File: config.mk
export PLATFORM = sky130hd
export DESIGN_NAME = caseless_substring_search
export DESIGN_NICKNAME = d
export VERILOG_FILES = /design/src/css_pkg.sv /design/src/caseless_substring_search.sv /design/src/css_cfg.sv /design/src/css_scan.sv
export SDC_FILE = /design/constraint.sdc
export NUM_CORES = 1
export LEC_CHECK = 0
export ABC_AREA = 1
export BUFFER_PORTS_ARGS = -buffer_cell sky130_fd_sc_hd__buf_2
export CAP_MARGIN = 15
export CORE_MARGIN = 4
export CORE_UTILIZATION = 62
export CTS_CLUSTER_DIAMETER = 100
export DETAILED_ROUTE_END_ITERATION = 8
export PLACE_DENSITY = 0.84
export REMOVE_ABC_BUFFERS = 1
export SYNTH_ARGS = -nofsm -noshare
export SYNTH_HDL_FRONTEND = slang
export SYNTH_SLANG_ARGS = --single-unit
File: constraint.sdc
create_clock -name clock -period 4.2 [get_ports clock]
set_input_delay 0.21 -clock clock [delete_from_list [all_inputs] [get_ports clock]]
set_output_delay 0.21 -clock clock [all_outputs]
set_load 0.01 [all_outputs]
File: src/css_pkg.sv
// Shared types, constants and helpers for the caseless substring search.
// No dependencies; every other file refers to this package by scoped names.
package css_pkg;

   localparam int MAX_PATTERN   = 32;
   localparam int POSITION_BITS = 16;
   localparam int LEN_BITS      = $clog2(MAX_PATTERN + 1);
   localparam int IDX_BITS      = $clog2(MAX_PATTERN);
   localparam int WORD_BITS     = 64;
   localparam int BYTES_PER_WORD = WORD_BITS / 8;
   localparam int PATTERN_WORDS = MAX_PATTERN / BYTES_PER_WORD;
   localparam int CSR_INDEX_BITS = 3;
   localparam int MATCH_POS_BITS = 16;

   localparam logic [7:0] CHAR_UPPER_A = 8'h41;
   localparam logic [7:0] CHAR_UPPER_Z = 8'h5A;
   localparam logic [7:0] CHAR_LOWER_A = 8'h61;
   localparam logic [7:0] CASE_OFFSET  = CHAR_LOWER_A - CHAR_UPPER_A;

   localparam logic [POSITION_BITS-1:0] POS_MAX = {POSITION_BITS{1'b1}};

   // CSR register map
   localparam logic [CSR_INDEX_BITS-1:0] REG_PATTERN_LENGTH  = 3'd0;
   localparam logic [CSR_INDEX_BITS-1:0] REG_PATTERN_BYTES_0 = 3'd1;
   localparam logic [CSR_INDEX_BITS-1:0] REG_PATTERN_BYTES_3 = 3'd4;

   // Pattern view derived from the CSRs, held in a register.
   typedef struct packed {
      logic [MAX_PATTERN-1:0][7:0] folded;  // case-folded pattern bytes
      logic [MAX_PATTERN-1:0]      active;  // bit i set: byte i is in the pattern
      logic [MAX_PATTERN-1:0]      last;    // one-hot at the final pattern byte
      logic [LEN_BITS-1:0]         len;     // effective length
   } pattern_type;

   typedef struct packed {
      logic                      found;
      logic [MATCH_POS_BITS-1:0] position;
   } result_type;

   function automatic logic [7:0] fold_case(input logic [7:0] c);
      logic [7:0] r;
      r = c;
      if (c >= CHAR_UPPER_A && c <= CHAR_UPPER_Z) begin
         r = c + CASE_OFFSET;
      end
      return r;
   endfunction

endpackage

File: src/caseless_substring_search.sv
// Top level of the caseless substring search: input register, scan core,
// result register and CSR port. Depends on css_pkg, css_cfg and css_scan.
//
//   channel | ports                                   | handshake
//   --------+-----------------------------------------+------------------------
//   req     | req_text_byte, req_end_of_text          | req_valid / req_stall
//   rsp     | rsp_found, rsp_match_position           | rsp_valid / rsp_stall
//   csr     | csr_index, csr_wdata                    | csr_valid / csr_ready
//
// One text byte per cycle sustained. A beat is held in the input
// register, is scanned against the whole pattern combinationally, and its
// result (end-of-text beats only) lands in the result register. Only an
// end-of-text beat waits on a stalled rsp; plain bytes keep flowing.
// Synchronous reset clears the scan state and CSRs. CSR writes take effect
// through the CSR registers and then the registered derived pattern view.
module caseless_substring_search (
   input  logic                                       clock,
   input  logic                                       reset,
   // text beats
   input  logic                                       req_valid,
   output logic                                       req_stall,
   input  logic [7:0]                                 req_text_byte,
   input  logic                                       req_end_of_text,
   // result beats
   output logic                                       rsp_valid,
   input  logic                                       rsp_stall,
   output logic                                       rsp_found,
   output logic [css_pkg::MATCH_POS_BITS-1:0]         rsp_match_position,
   // CSR writes
   input  logic                                       csr_valid,
   output logic                                       csr_ready,
   input  logic [css_pkg::CSR_INDEX_BITS-1:0]         csr_index,
   input  logic [css_pkg::WORD_BITS-1:0]              csr_wdata
);

   css_pkg::pattern_type pattern;
   css_pkg::result_type  result;

   // Input register
   logic       in_valid_ff;
   logic [7:0] in_byte_ff;
   logic       in_eot_ff;
   logic       in_go;      // input register beat moves into the scan state
   logic       req_take;

   // Result register
   logic                      out_valid_ff, out_valid_in;
   css_pkg::result_type       out_ff;

   assign csr_ready = 1'b1;

   css_cfg u_cfg (
      .clock     (clock),
      .reset     (reset),
      .csr_valid (csr_valid),
      .csr_index (csr_index),
      .csr_wdata (csr_wdata),
      .pattern   (pattern)
   );

   // An end-of-text beat needs a free result slot (or one leaving now).
   assign in_go     = in_valid_ff && (!in_eot_ff || !out_valid_ff || !rsp_stall);
   assign req_stall = in_valid_ff && !in_go;
   assign req_take  = req_valid && !req_stall;

   always_ff @(posedge clock) begin
      if (reset) begin
         in_valid_ff <= 1'b0;
      end else if (req_take) begin
         in_valid_ff <= 1'b1;
      end else if (in_go) begin
         in_valid_ff <= 1'b0;
      end
   end

   always_ff @(posedge clock) begin
      if (req_take) begin
         in_byte_ff <= req_text_byte;
         in_eot_ff  <= req_end_of_text;
      end
   end

   css_scan u_scan (
      .clock       (clock),
      .reset       (reset),
      .go          (in_go),
      .text_byte   (in_byte_ff),
      .end_of_text (in_eot_ff),
      .pattern     (pattern),
      .result      (result)
   );

   always_comb begin
      out_valid_in = out_valid_ff;
      if (in_go && in_eot_ff) begin
         out_valid_in = 1'b1;
      end else if (out_valid_ff && !rsp_stall) begin
         out_valid_in = 1'b0;
      end
   end

   always_ff @(posedge clock) begin
      if (reset) begin
         out_valid_ff <= 1'b0;
      end else begin
         out_valid_ff <= out_valid_in;
      end
   end

   always_ff @(posedge clock) begin
      if (in_go && in_eot_ff) begin
         out_ff <= result;
      end
   end

   assign rsp_valid          = out_valid_ff;
   assign rsp_found          = out_ff.found;
   assign rsp_match_position = out_ff.position;

`ifndef NO_ASSERTIONS
   // A held input beat is not overwritten.
   a_in_hold: assert property (@(posedge clock) disable iff (reset)
      req_stall |=> in_valid_ff && $stable(in_byte_ff) && $stable(in_eot_ff))
      else $error("input register overwritten while stalled");

   // A scanned end-of-text beat always leaves a result waiting.
   a_eot_result: assert property (@(posedge clock) disable iff (reset)
      in_go && in_eot_ff |=> out_valid_ff)
      else $error("end-of-text beat produced no result");

   // Derived pattern view stays consistent: at most one final byte, and zero length iff byte 0 is inactive.
   a_pattern_view: assert property (@(posedge clock) disable iff (reset)
      $onehot0(pattern.last) && ((pattern.len == '0) == !pattern.active[0]))
      else $error("pattern view inconsistent");

   // No match reports position zero.
   a_miss_zero: assert property (@(posedge clock) disable iff (reset)
      out_valid_ff && !out_ff.found |-> out_ff.position == '0)
      else $error("miss with nonzero position");
`endif

endmodule

File: src/css_cfg.sv
// CSR block: pattern length and pattern words, plus the registered
// effective-pattern view. Depends on css_pkg.
module css_cfg (
   input  logic                                clock,
   input  logic                                reset,
   input  logic                                csr_valid,
   input  logic [css_pkg::CSR_INDEX_BITS-1:0]  csr_index,
   input  logic [css_pkg::WORD_BITS-1:0]       csr_wdata,
   output css_pkg::pattern_type                pattern
);

   localparam int PAT_BITS = css_pkg::MAX_PATTERN * 8;

   logic [css_pkg::LEN_BITS-1:0]    length_ff;
   logic [PAT_BITS-1:0]             bytes_ff;
   css_pkg::pattern_type            pattern_ff;
   css_pkg::pattern_type            pattern_in;

   logic [css_pkg::MAX_PATTERN-1:0] nonzero;
   logic [css_pkg::IDX_BITS-1:0]    last_idx;
   logic [css_pkg::CSR_INDEX_BITS-1:0] word_sel;

   assign word_sel = csr_index - css_pkg::REG_PATTERN_BYTES_0;

   always_ff @(posedge clock) begin
      if (reset) begin
         length_ff <= '0;
         bytes_ff  <= '0;
      end else if (csr_valid) begin
         if (csr_index == css_pkg::REG_PATTERN_LENGTH) begin
            length_ff <= csr_wdata[css_pkg::LEN_BITS-1:0];
         end else if (csr_index >= css_pkg::REG_PATTERN_BYTES_0 &&
                      csr_index <= css_pkg::REG_PATTERN_BYTES_3) begin
            bytes_ff[word_sel[$clog2(css_pkg::PATTERN_WORDS)-1:0] *
                     css_pkg::WORD_BITS +: css_pkg::WORD_BITS] <= csr_wdata;
         end
      end
   end

   // Pattern runs up to the first zero byte or the capped length.
   always_comb begin
      for (int i = 0; i < css_pkg::MAX_PATTERN; i++) begin
         nonzero[i] = (bytes_ff[i*8 +: 8] != 8'd0) &&
                      (css_pkg::LEN_BITS'(i) < length_ff);
         pattern_in.folded[i] = css_pkg::fold_case(bytes_ff[i*8 +: 8]);
      end
      for (int i = 0; i < css_pkg::MAX_PATTERN; i++) begin
         pattern_in.active[i] =
            &(nonzero | ~css_pkg::MAX_PATTERN'((64'd1 << (i + 1)) - 64'd1));
      end
      pattern_in.last = pattern_in.active & ~(pattern_in.active >> 1);
      last_idx = '0;
      for (int i = 0; i < css_pkg::MAX_PATTERN; i++) begin
         last_idx = last_idx |
                    ({css_pkg::IDX_BITS{pattern_in.last[i]}} & css_pkg::IDX_BITS'(i));
      end
      if (pattern_in.active[0]) begin
         pattern_in.len = css_pkg::LEN_BITS'(last_idx) + css_pkg::LEN_BITS'(1);
      end else begin
         pattern_in.len = '0;
      end
   end

   always_ff @(posedge clock) begin
      if (reset) begin
         pattern_ff <= '0;
      end else begin
         pattern_ff <= pattern_in;
      end
   end

   assign pattern = pattern_ff;

endmodule

File: src/css_scan.sv
// Bit-parallel scan state: prefix match vector, position, first match.
// Produces the result of an end-of-text beat. Depends on css_pkg.
module css_scan (
   input  logic                       clock,
   input  logic                       reset,
   input  logic                       go,
   input  logic [7:0]                 text_byte,
   input  logic                       end_of_text,
   input  css_pkg::pattern_type       pattern,
   output css_pkg::result_type        result
);

   logic [css_pkg::MAX_PATTERN-1:0]   prefix_ff, prefix_in;
   logic [css_pkg::POSITION_BITS-1:0] pos_ff, pos_in;
   logic                              seen_ff, seen_in;
   logic [css_pkg::POSITION_BITS-1:0] start_ff, start_in;
   logic                              term_ff, term_in;

   logic [css_pkg::MAX_PATTERN-1:0]   eq;
   logic [7:0]                        fc;
   logic [css_pkg::POSITION_BITS:0]   end_plus;
   logic                              hit;

   always_comb begin
      prefix_in = prefix_ff;
      pos_in    = pos_ff;
      seen_in   = seen_ff;
      start_in  = start_ff;
      term_in   = term_ff;
      fc        = css_pkg::fold_case(text_byte);
      end_plus  = {1'b0, pos_ff} + (css_pkg::POSITION_BITS + 1)'(1);
      for (int i = 0; i < css_pkg::MAX_PATTERN; i++) begin
         eq[i] = pattern.active[i] && (pattern.folded[i] == fc);
      end
      hit = 1'b0;
      if (!term_ff) begin
         if (text_byte == 8'd0) begin
            term_in = 1'b1;
         end else begin
            prefix_in = ((prefix_ff << 1) | css_pkg::MAX_PATTERN'(1)) & eq;
            hit = (pattern.len != '0) && !seen_ff && ((prefix_in & pattern.last) != '0);
            if (hit) begin
               seen_in = 1'b1;
               if (end_plus >= (css_pkg::POSITION_BITS + 1)'(pattern.len)) begin
                  start_in = css_pkg::POSITION_BITS'(
                     end_plus - (css_pkg::POSITION_BITS + 1)'(pattern.len));
               end else begin
                  start_in = '0;
               end
            end
            if (pos_ff != css_pkg::POS_MAX) begin
               pos_in = pos_ff + css_pkg::POSITION_BITS'(1);
            end
         end
      end
      // Result of this beat, used only when end_of_text is set
      if (pattern.len == '0) begin
         result.found    = 1'b1;
         result.position = '0;
      end else if (seen_in) begin
         result.found    = 1'b1;
         result.position = css_pkg::MATCH_POS_BITS'(start_in);
      end else begin
         result.found    = 1'b0;
         result.position = '0;
      end
   end

   always_ff @(posedge clock) begin
      if (reset) begin
         prefix_ff <= '0;
         pos_ff    <= '0;
         seen_ff   <= 1'b0;
         start_ff  <= '0;
         term_ff   <= 1'b0;
      end else if (go) begin
         if (end_of_text) begin
            prefix_ff <= '0;
            pos_ff    <= '0;
            seen_ff   <= 1'b0;
            start_ff  <= '0;
            term_ff   <= 1'b0;
         end else begin
            prefix_ff <= prefix_in;
            pos_ff    <= pos_in;
            seen_ff   <= seen_in;
            start_ff  <= start_in;
            term_ff   <= term_in;
         end
      end
   end

endmodule
==> results of run 1 <==
-- area by class of cell --
class                   instances  share of cell area
repair buffers                225              0.0500
diodes                          1           0.0000720
flip-flops and latches        680               0.399
clock inverters                18             0.00558
well taps                     664              0.0239
clock buffers                 107              0.0600
multi-input cells            2821               0.403
inverters                     537              0.0582
-- power by group through the flow --
stage | registers [W] | clock network [W] | logic [W]
after floorplan | 0.00680 | 0 | 0.000604
after global placement | 0.00681 | 0 | 0.00113
after detailed placement | 0.00682 | 0 | 0.00114
after CTS | 0.00668 | 0.00623 | 0.00120
after global routing | 0.00669 | 0.00652 | 0.00133
final | 0.00668 | 0.00622 | 0.00125
-- cell families (layout without fill, tap and decap cells) --
group,after synthesis,in the layout
simple gates,1932,1932
buf+inv,750,887
xor+xnor,62,62
flops,680,680
other cells,1,2
compound gates,778,778
fa+ha+maj,48,48
-- critical path, cell delays in order (launching register included) --
cell and delay (ns):
dfxtp_1 0.56, nand2_1 0.25, inv_1 0.22, o21ai_1 0.15, nor2_2 0.22, nand2_1 0.11
nor2_2 0.26, nand2_1 0.15, nor2_4 0.32, nand2_1 0.12, nor2_1 0.26, nand2_1 0.21
nand3_1 0.22, ha_1 0.21, nand2_1 0.06, nor2_1 0.13, nand3_1 0.08, o21ai_1 0.08
-- registers in the layout, indices dropped and copies added, names as in the netlist --
register / count
u_cfg.pattern: 325
u_cfg.bytes_ff: 256
u_scan.prefix_ff: 31
rsp_match_position: 16
u_scan.pos_ff: 16
u_scan.start_ff: 16
in_byte_ff: 8
u_cfg.length_ff: 6
in_eot_ff: 1
in_valid_ff: 1
rsp_found: 1
rsp_valid: 1
u_scan.seen_ff: 1
u_scan.term_ff: 1
-- cell usage after synthesis, types with 34 or more instances --
| master | n |
|---|---|
| ha_1 | 47 |
| inv_1 | 528 |
| o21ai_0 | 176 |
| o31ai_1 | 80 |
| a211oi_1 | 102 |
| nor2_1 | 588 |
| a21oi_1 | 279 |
| nand2_1 | 873 |
| clkbuf_1 | 158 |
| nor3_1 | 74 |
| dfxtp_1 | 654 |
| a31oi_1 | 34 |
| nand3_1 | 263 |
| nand4_1 | 51 |
-- layout by cell type (no fill, tap or decap), types with 14 or more instances in the layout --
master / Yosys / routed
clkbuf_16: 0 / 74
or2_2: 16 / 16
a21oi_2: 19 / 19
a211oi_1: 102 / 102
o22ai_1: 32 / 32
o21ai_0: 176 / 176
nor3_1: 74 / 74
inv_1: 528 / 527
ha_1: 47 / 47
edfxtp_1: 26 / 26
nand3_1: 263 / 262
buf_2: 27 / 98
xor2_1: 30 / 30
dfxtp_1: 654 / 654
dlygate4sd3_1: 0 / 69
nor2_2: 9 / 14
nor2_1: 588 / 583
nand2_2: 19 / 21
clkbuf_1: 158 / 22
xnor2_1: 32 / 32
a31oi_1: 34 / 34
nand2_1: 873 / 868
o31ai_1: 80 / 80
a22oi_1: 20 / 20
buf_4: 5 / 48
a21oi_1: 279 / 279
nand4_1: 51 / 51
-- through the flow --
step	instance area, µm²	setup WS, ns	power, W
after floorplan	29800	0.254	0.00741
after global placement	31800	0.611	0.00794
after detailed placement	31800	0.691	0.00796
after CTS	34700	0.652	0.0141
after global routing	34700	0.240	0.0145
final	34700	0.524	0.0142
-- per-layer routing --
layer / up-vias / wire length, µm
met2: 1557 / 45400
met3: 351 / 10500
li1: 14000 / -
met1: 13600 / 39200
met5: - / 20
met4: 4 / 6300
-- worst paths after layout --
check / startpoint / end / slack, ns / cells past startpoint
setup / recovery: u_cfg.length_ff[1] / u_cfg.pattern[4] / 0.52 / 17
hold / removal: csr_wdata[47] / u_cfg.bytes_ff[47] / 0.02 / 5
setup reg to reg: u_cfg.length_ff[1] / u_cfg.pattern[4] / 0.52 / 17
hold reg to reg: u_cfg.bytes_ff[220] / u_cfg.pattern[290] / 0.45 / 2
-- repair_timing --
item                                   4_1_cts  5_1_grt
endpoints found under the hold margin      179        0
setup endpoints to repair                    0        0
hold buffers                                69        0
==> summary.txt, run 1 <==
Power and ir drop
  • Flop pwr share: 0.472
  • Max IR drop VDD: 305 µV
  • Switch share: 0.253
  • Pint: 0.0106 W
  • Leak: 14.1 nW
  • Power share of the combinational group: 0.088
  • Pwr dens: 407 nW/µm²
  • Clk network pwr share: 0.440
  • Sw Pwr: 0.00358 W

Final layout
  • Multi-input combinational cell area: 14000 µm²
  • P&R area growth vs syn: 13.0%
  • Sequential cell area: 13900 µm²
  • Share of cells above drive strength 1: 0.0825
  • Final net count: 4464
  • Final std cells w/o fill: 5053
  • Layout Utilization: 0.710
  • Layout filler cell count: 3850

Yosys
  • EDFF count, synth: 26
  • Multiplexer area fraction after synthesis: 0
  • Post-synthesis cell type count: 56
  • Combinational family with the most area after synthesis: simple AND/OR/NAND/NOR gates
  • Post-synthesis sequential area ratio: 0.451
  • Post-synth ARST share: 0
  • YS warnings: 0
  • Cells after Synth: 4251
  • Main flop type after synthesis: dfxtp_1
  • XOR/XNOR share of the synthesized area: 0.0177
  • Top cells by area, synth: dfxtp_1, nand2_1, nor2_1
  • Post-Synth Adder-Cell Area: 0.0198
  • Synth top area share: 0.426
  • Cell Area, Synth: 30700 µm²
  • Compound-Gate Fraction of Synth Area: 0.151
  • Synth Register Bits: 680
  • Cell taking the most area after synthesis: dfxtp_1
  • Simple-gate share of the synthesized area: 0.265
  • Mean Syn Cell Area: 7.23 µm²

Global route
  • Layer with the highest usage: met2
  • Grt ovf: 0
  • Initial antenna violation count: 4
  • Vias in the first global route: 28000
  • Global-route wire length before repair: 155000 µm
  • M3 GR Usage: 0.0866
  • Global-route met1 utilization: 0.455
  • GRT Overall Usage: 0.369
  • Met2 Use GR: 0.593
  • Largest net degree at the start of global routing: 193

Critical path
  • CP Launch Type: flip-flop
  • Crit path DAT: 4.23 ns
  • Worst Path Required: 4.75 ns
  • WS Path Type: reg -> reg
  • CP Max Fanout: 15
  • Crit. End Element: flip-flop

Place
  • Post-DP HPWL: 68800 µm
  • Global placement routability congestion: 1.06
  • Placed Cells: 4858
  • IO Port Bufs: 99

Clock network
  • Clock Sinks: 680
  • CTS Buf Count: 70
  • Max H-tree Level: 3
  • Clock transition at path regs: 0.06 ns
  • Post-CTS sizing: 0
  • Post-CTS Setup Repair Bufs: 0
  • CTS tree: built
  • Clk buf depth: 3
  • Worst skew pair latency: 0.62 ns
  • Root buf cell: clkbuf_16

STA
  • Clock skew: 0.0283 ns
  • Hold Slack: 0.0216 ns
  • Final Setup Violations: 0
  • Max Fclk: 272 MHz
  • Worst-Margin Slew: 1.18 ns
  • Slew HR: 0.211
  • Fin. max-slew vios: 0
  • RSZ-0062 raised after global routing: false
  • Fin crit period: 3.68 ns
  • Final hold vios: 0
  • Setup_tns: 0 ns
  • Ratio of final minimum period to clock period: 0.875

Die
  • # IOs: 101
  • Initial Util: 0.628
  • Die X: 231 µm
  • Site Rows: 81
  • Die Y: 231 µm
  • Core area: 49000 µm²
  • Die area: 53200 µm²

Drt
  • Avg Vias per Cell: 5.85
  • Starting DRT DRC Count: 3312
  • Routed Wire Length: 101000 µm
  • Vias: 29600
  • DRC Markers: 0
  • First-pass DRT Iterations: 6
  • ANT nets after route: 0
  • DR WL/cell: 20.1 µm

Status
  • Status: completed

Run
  • MaxCap Viol Count: 0

Min path
  • Hold Path Class: in -> reg
(Power assumes the default switching activity.)
==> run 2: changes to the inputs <==
- BUFFER_PORTS_ARGS: -buffer_cell sky130_fd_sc_hd__buf_2 -> -buffer_cell sky130_fd_sc_hd__clkbuf_2
- CORE_UTILIZATION: 62 -> 30
- PLACE_DENSITY: 0.84 -> 0.48
- RECOVER_POWER: unset -> 100
==> run 2 against run 1 <==
Against the previous run: the flow now finishes with violations (capacitance limit, slew limit); power up 7.0%; flip-flop and latch count unchanged; clock skew up 0.0028 ns; global-route usage down 16 points; sequential share of layout area down 1.4 points; critical endpoint is now u_cfg.bytes_ff[119].
==> summary.txt, run 2 (synthesized netlist as in run 1, its figures left out) <==
Drt
  • DR WL/cell: 20.1 µm (+0.10%)
  • Starting DRT DRC Count: 2086 (-37%)
  • First-pass DRT Iterations: 5 (-1)
  • ANT nets after route: 0 (unchanged)
  • Avg Vias per Cell: 4.88 (-17%)
  • DRC Markers: 0 (unchanged)
  • Routed Wire Length: 116000 µm (+15%)
  • Vias: 28200 (-4.5%)

Critical path
  • CP Cell Sequence: dlygate4sd3_1, buf_8, clkinvlp_2, nand2_1, buf_2, a22oi_1
  • Crit. End Element: flip-flop
  • CP Max Fanout: 70 (+55)
  • WP buf/inv: 4 (+3)
  • Crit path DAT: 4.51 ns (+0.28 ns)
  • CP max-delay cell: clkinvlp_2
  • Critical path's top delay family: buffers and inverters
  • Highest cell delay on the worst timing path: 1.30 ns (+0.74 ns)
  • WS Path Type: in -> reg
  • Worst Path Required: 4.69 ns (-0.06 ns)
  • CP Launch Type: input port

STA
  • Fin crit period: 4.02 ns (+0.342 ns)
  • RSZ-0062 raised after global routing: false
  • Final Setup Violations: 0 (unchanged)
  • Setup_tns: 0 ns (unchanged)
  • Final hold vios: 0 (unchanged)
  • Worst-Margin Slew: 3.08 ns (+1.91 ns)
  • Fin. max-slew vios: 443 (+443)
  • Slew HR: -1.06 (-1.27)
  • Clock skew: 0.0311 ns (+0.00278 ns)
  • Max Fclk: 249 MHz (-8.5%)
  • Ratio of final minimum period to clock period: 0.957 (+0.0815)

Place
  • Global placement routability congestion: 0.947 (-11%)
  • IO Port Bufs: 99 (unchanged)
  • Post-DP HPWL: 83400 µm (+21%)
  • Placed cell area: 32700 µm² (+3.1%)

Die
  • # IOs: 101 (unchanged)
  • Initial Util: 0.302 (-0.326)
  • Core area: 102000 µm² (+110%)
  • Die area: 108000 µm² (+100%)
  • Die X: 328 µm (+42%)
  • Die Y: 328 µm (+42%)
  • Site Rows: 117 (+44%)

Clock network
  • Clock Sinks: 680 (unchanged)
  • Root buf cell: clkbuf_16
  • Clock transition at path regs: 0.06 ns (about the same)
  • Worst skew pair latency: 0.66 ns (+0.04 ns)
  • Max H-tree Level: 3 (unchanged)
  • CTS Buf Count: 79 (+13%)
  • CTS tree: built
  • Clk buf depth: 3 (unchanged)

Final layout
  • P&R area growth vs syn: 17.2%
  • Sequential cell area: 13900 µm² (unchanged)
  • Share of cells above drive strength 1: 0.0794 (-0.00312)
  • Multi-input combinational cell area: 14000 µm² (-0.17%)
  • Layout filler cell count: 10900 (+180%)
  • Largest register FFs: 325 (unchanged)
  • Ant diodes: 0 (-1)
  • Commonest cells after routing, fill and taps aside: nand2_1, dfxtp_1, nor2_1
  • Post-route cell area: 36000 µm² (+3.8%)
  • Commonest non-fill, non-tap cell in the layout: nand2_1
  • Final net count: 4487 (+0.52%)

Min path
  • Hold Path Class: in -> reg

Run
  • MaxCap Viol Count: 7 (+7)

Power and ir drop
  • Leak: 14.3 nW (+1.2%)
  • Pint: 0.0112 W (+6.0%)
  • Max IR drop VDD: 243 µV (-20%)
  • Switch share: 0.260 (+0.00700)
  • Flop pwr share: 0.441 (-0.031)
  • Clk network pwr share: 0.474 (+0.034)
  • Power share of the combinational group: 0.085 (-0.003)
  • Pwr dens: 420 nW/µm² (+3.1%)
  • Sw Pwr: 0.00394 W (+10%)

Global route
  • Initial antenna violation count: 4 (unchanged)
  • Largest net degree at the start of global routing: 138 (-28%)
  • GRT Overall Usage: 0.212 (-0.157)
  • Vias in the first global route: 27100 (-3.2%)
  • Global-route wire length before repair: 173000 µm (+12%)
  • Grt ovf: 0 (unchanged)

Status
  • Failing checks: capacitance limit, slew limit
  • Status: complete, but fails checks
## run 2: cell count changes in the layout (fill, tap and decap cells not counted), moves of 4 or more
cell	delta
buf_2	-97
clkbuf_2	+78
clkbuf_1	+28
clkbuf_8	+14
nand2_1	+11
nand2_2	-8
buf_4	-7
clkbuf_16	+7
dlygate4sd3_1	+7
nor2_2	-5
nor2_4	+4
## run 2: power by group through the flow
stage	clock network [W]	registers (W)	logic, W
2_1_floorplan	0	0.00680	0.000604
3_3_place_gp	0	0.00682	0.00124
3_5_place_dp	0	0.00682	0.00124
4_1_cts	0.00733	0.00668	0.00130
5_1_grt	0.00756	0.00669	0.00140
6_report	0.00717	0.00668	0.00129
## run 2: tightest hold or removal path, cell delays in order
cell and delay [ns]:
clkbuf_2 0.08, inv_1 0.12, nor2_1 0.09, nand3_1 0.08, a22oi_1 0.06
## run 2: layout make-up
| type | count | share of cell area |
|---|---|---|
| Clock buffer | 124 | 0.0677 |
| Clock inverter | 21 | 0.00733 |
| Inverter | 537 | 0.0561 |
| Multi-Input combinational cell | 2821 | 0.388 |
| Sequential cell | 680 | 0.385 |
| Tap cell | 1368 | 0.0475 |
| Timing Repair Buffer | 239 | 0.0489 |
## run 2: metrics by stage
step	worst slack (ns)	power (W)	hold WS, ns	utilization	std cells
6_report	0.181	0.0151	0.0406	0.354	5790
5_1_grt	0.0183	0.0157	0.0793	0.354	5790
4_1_cts	0.239	0.0153	0.0133	0.356	5790
3_5_place_dp	0.298	0.00805	0.395	0.322	5569
3_3_place_gp	0.138	0.00806	0.396	0.322	5569
2_1_floorplan	0.254	0.00741	0.272	-	4038
## run 2: metal layers
| metal | global-route usage | part of all wire | up-vias |
|---|---|---|---|
| li1 | - | - | 14100 |
| met1 | 0.286 | 0.46 | 13300 |
| met2 | 0.360 | 0.47 | 689 |
| met3 | 0.0264 | 0.046 | 164 |
| met4 | 0.0538 | 0.025 | 4 |
| met5 | 0 | 0.00021 | - |
## run 2: timing repair
item | in CTS | in global routing
resized for setup | 0 | 2
hold buffers | 76 | 0
hold endpoints to repair | 218 | 0
buffers inserted | 0 | 0
endpoints found under the setup margin | 0 | 2
## run 2: worst paths after layout
check	from	end	slack (ns)	cells after the start
min	csr_wdata[53]	u_cfg.bytes_ff[117]	0.04	5
max	reset	u_cfg.bytes_ff[119]	0.18	6
max reg2reg	u_cfg.length_ff[1]	u_cfg.pattern[4]	0.34	16
min reg2reg	u_cfg.bytes_ff[90]	u_cfg.pattern[160]	0.44	2
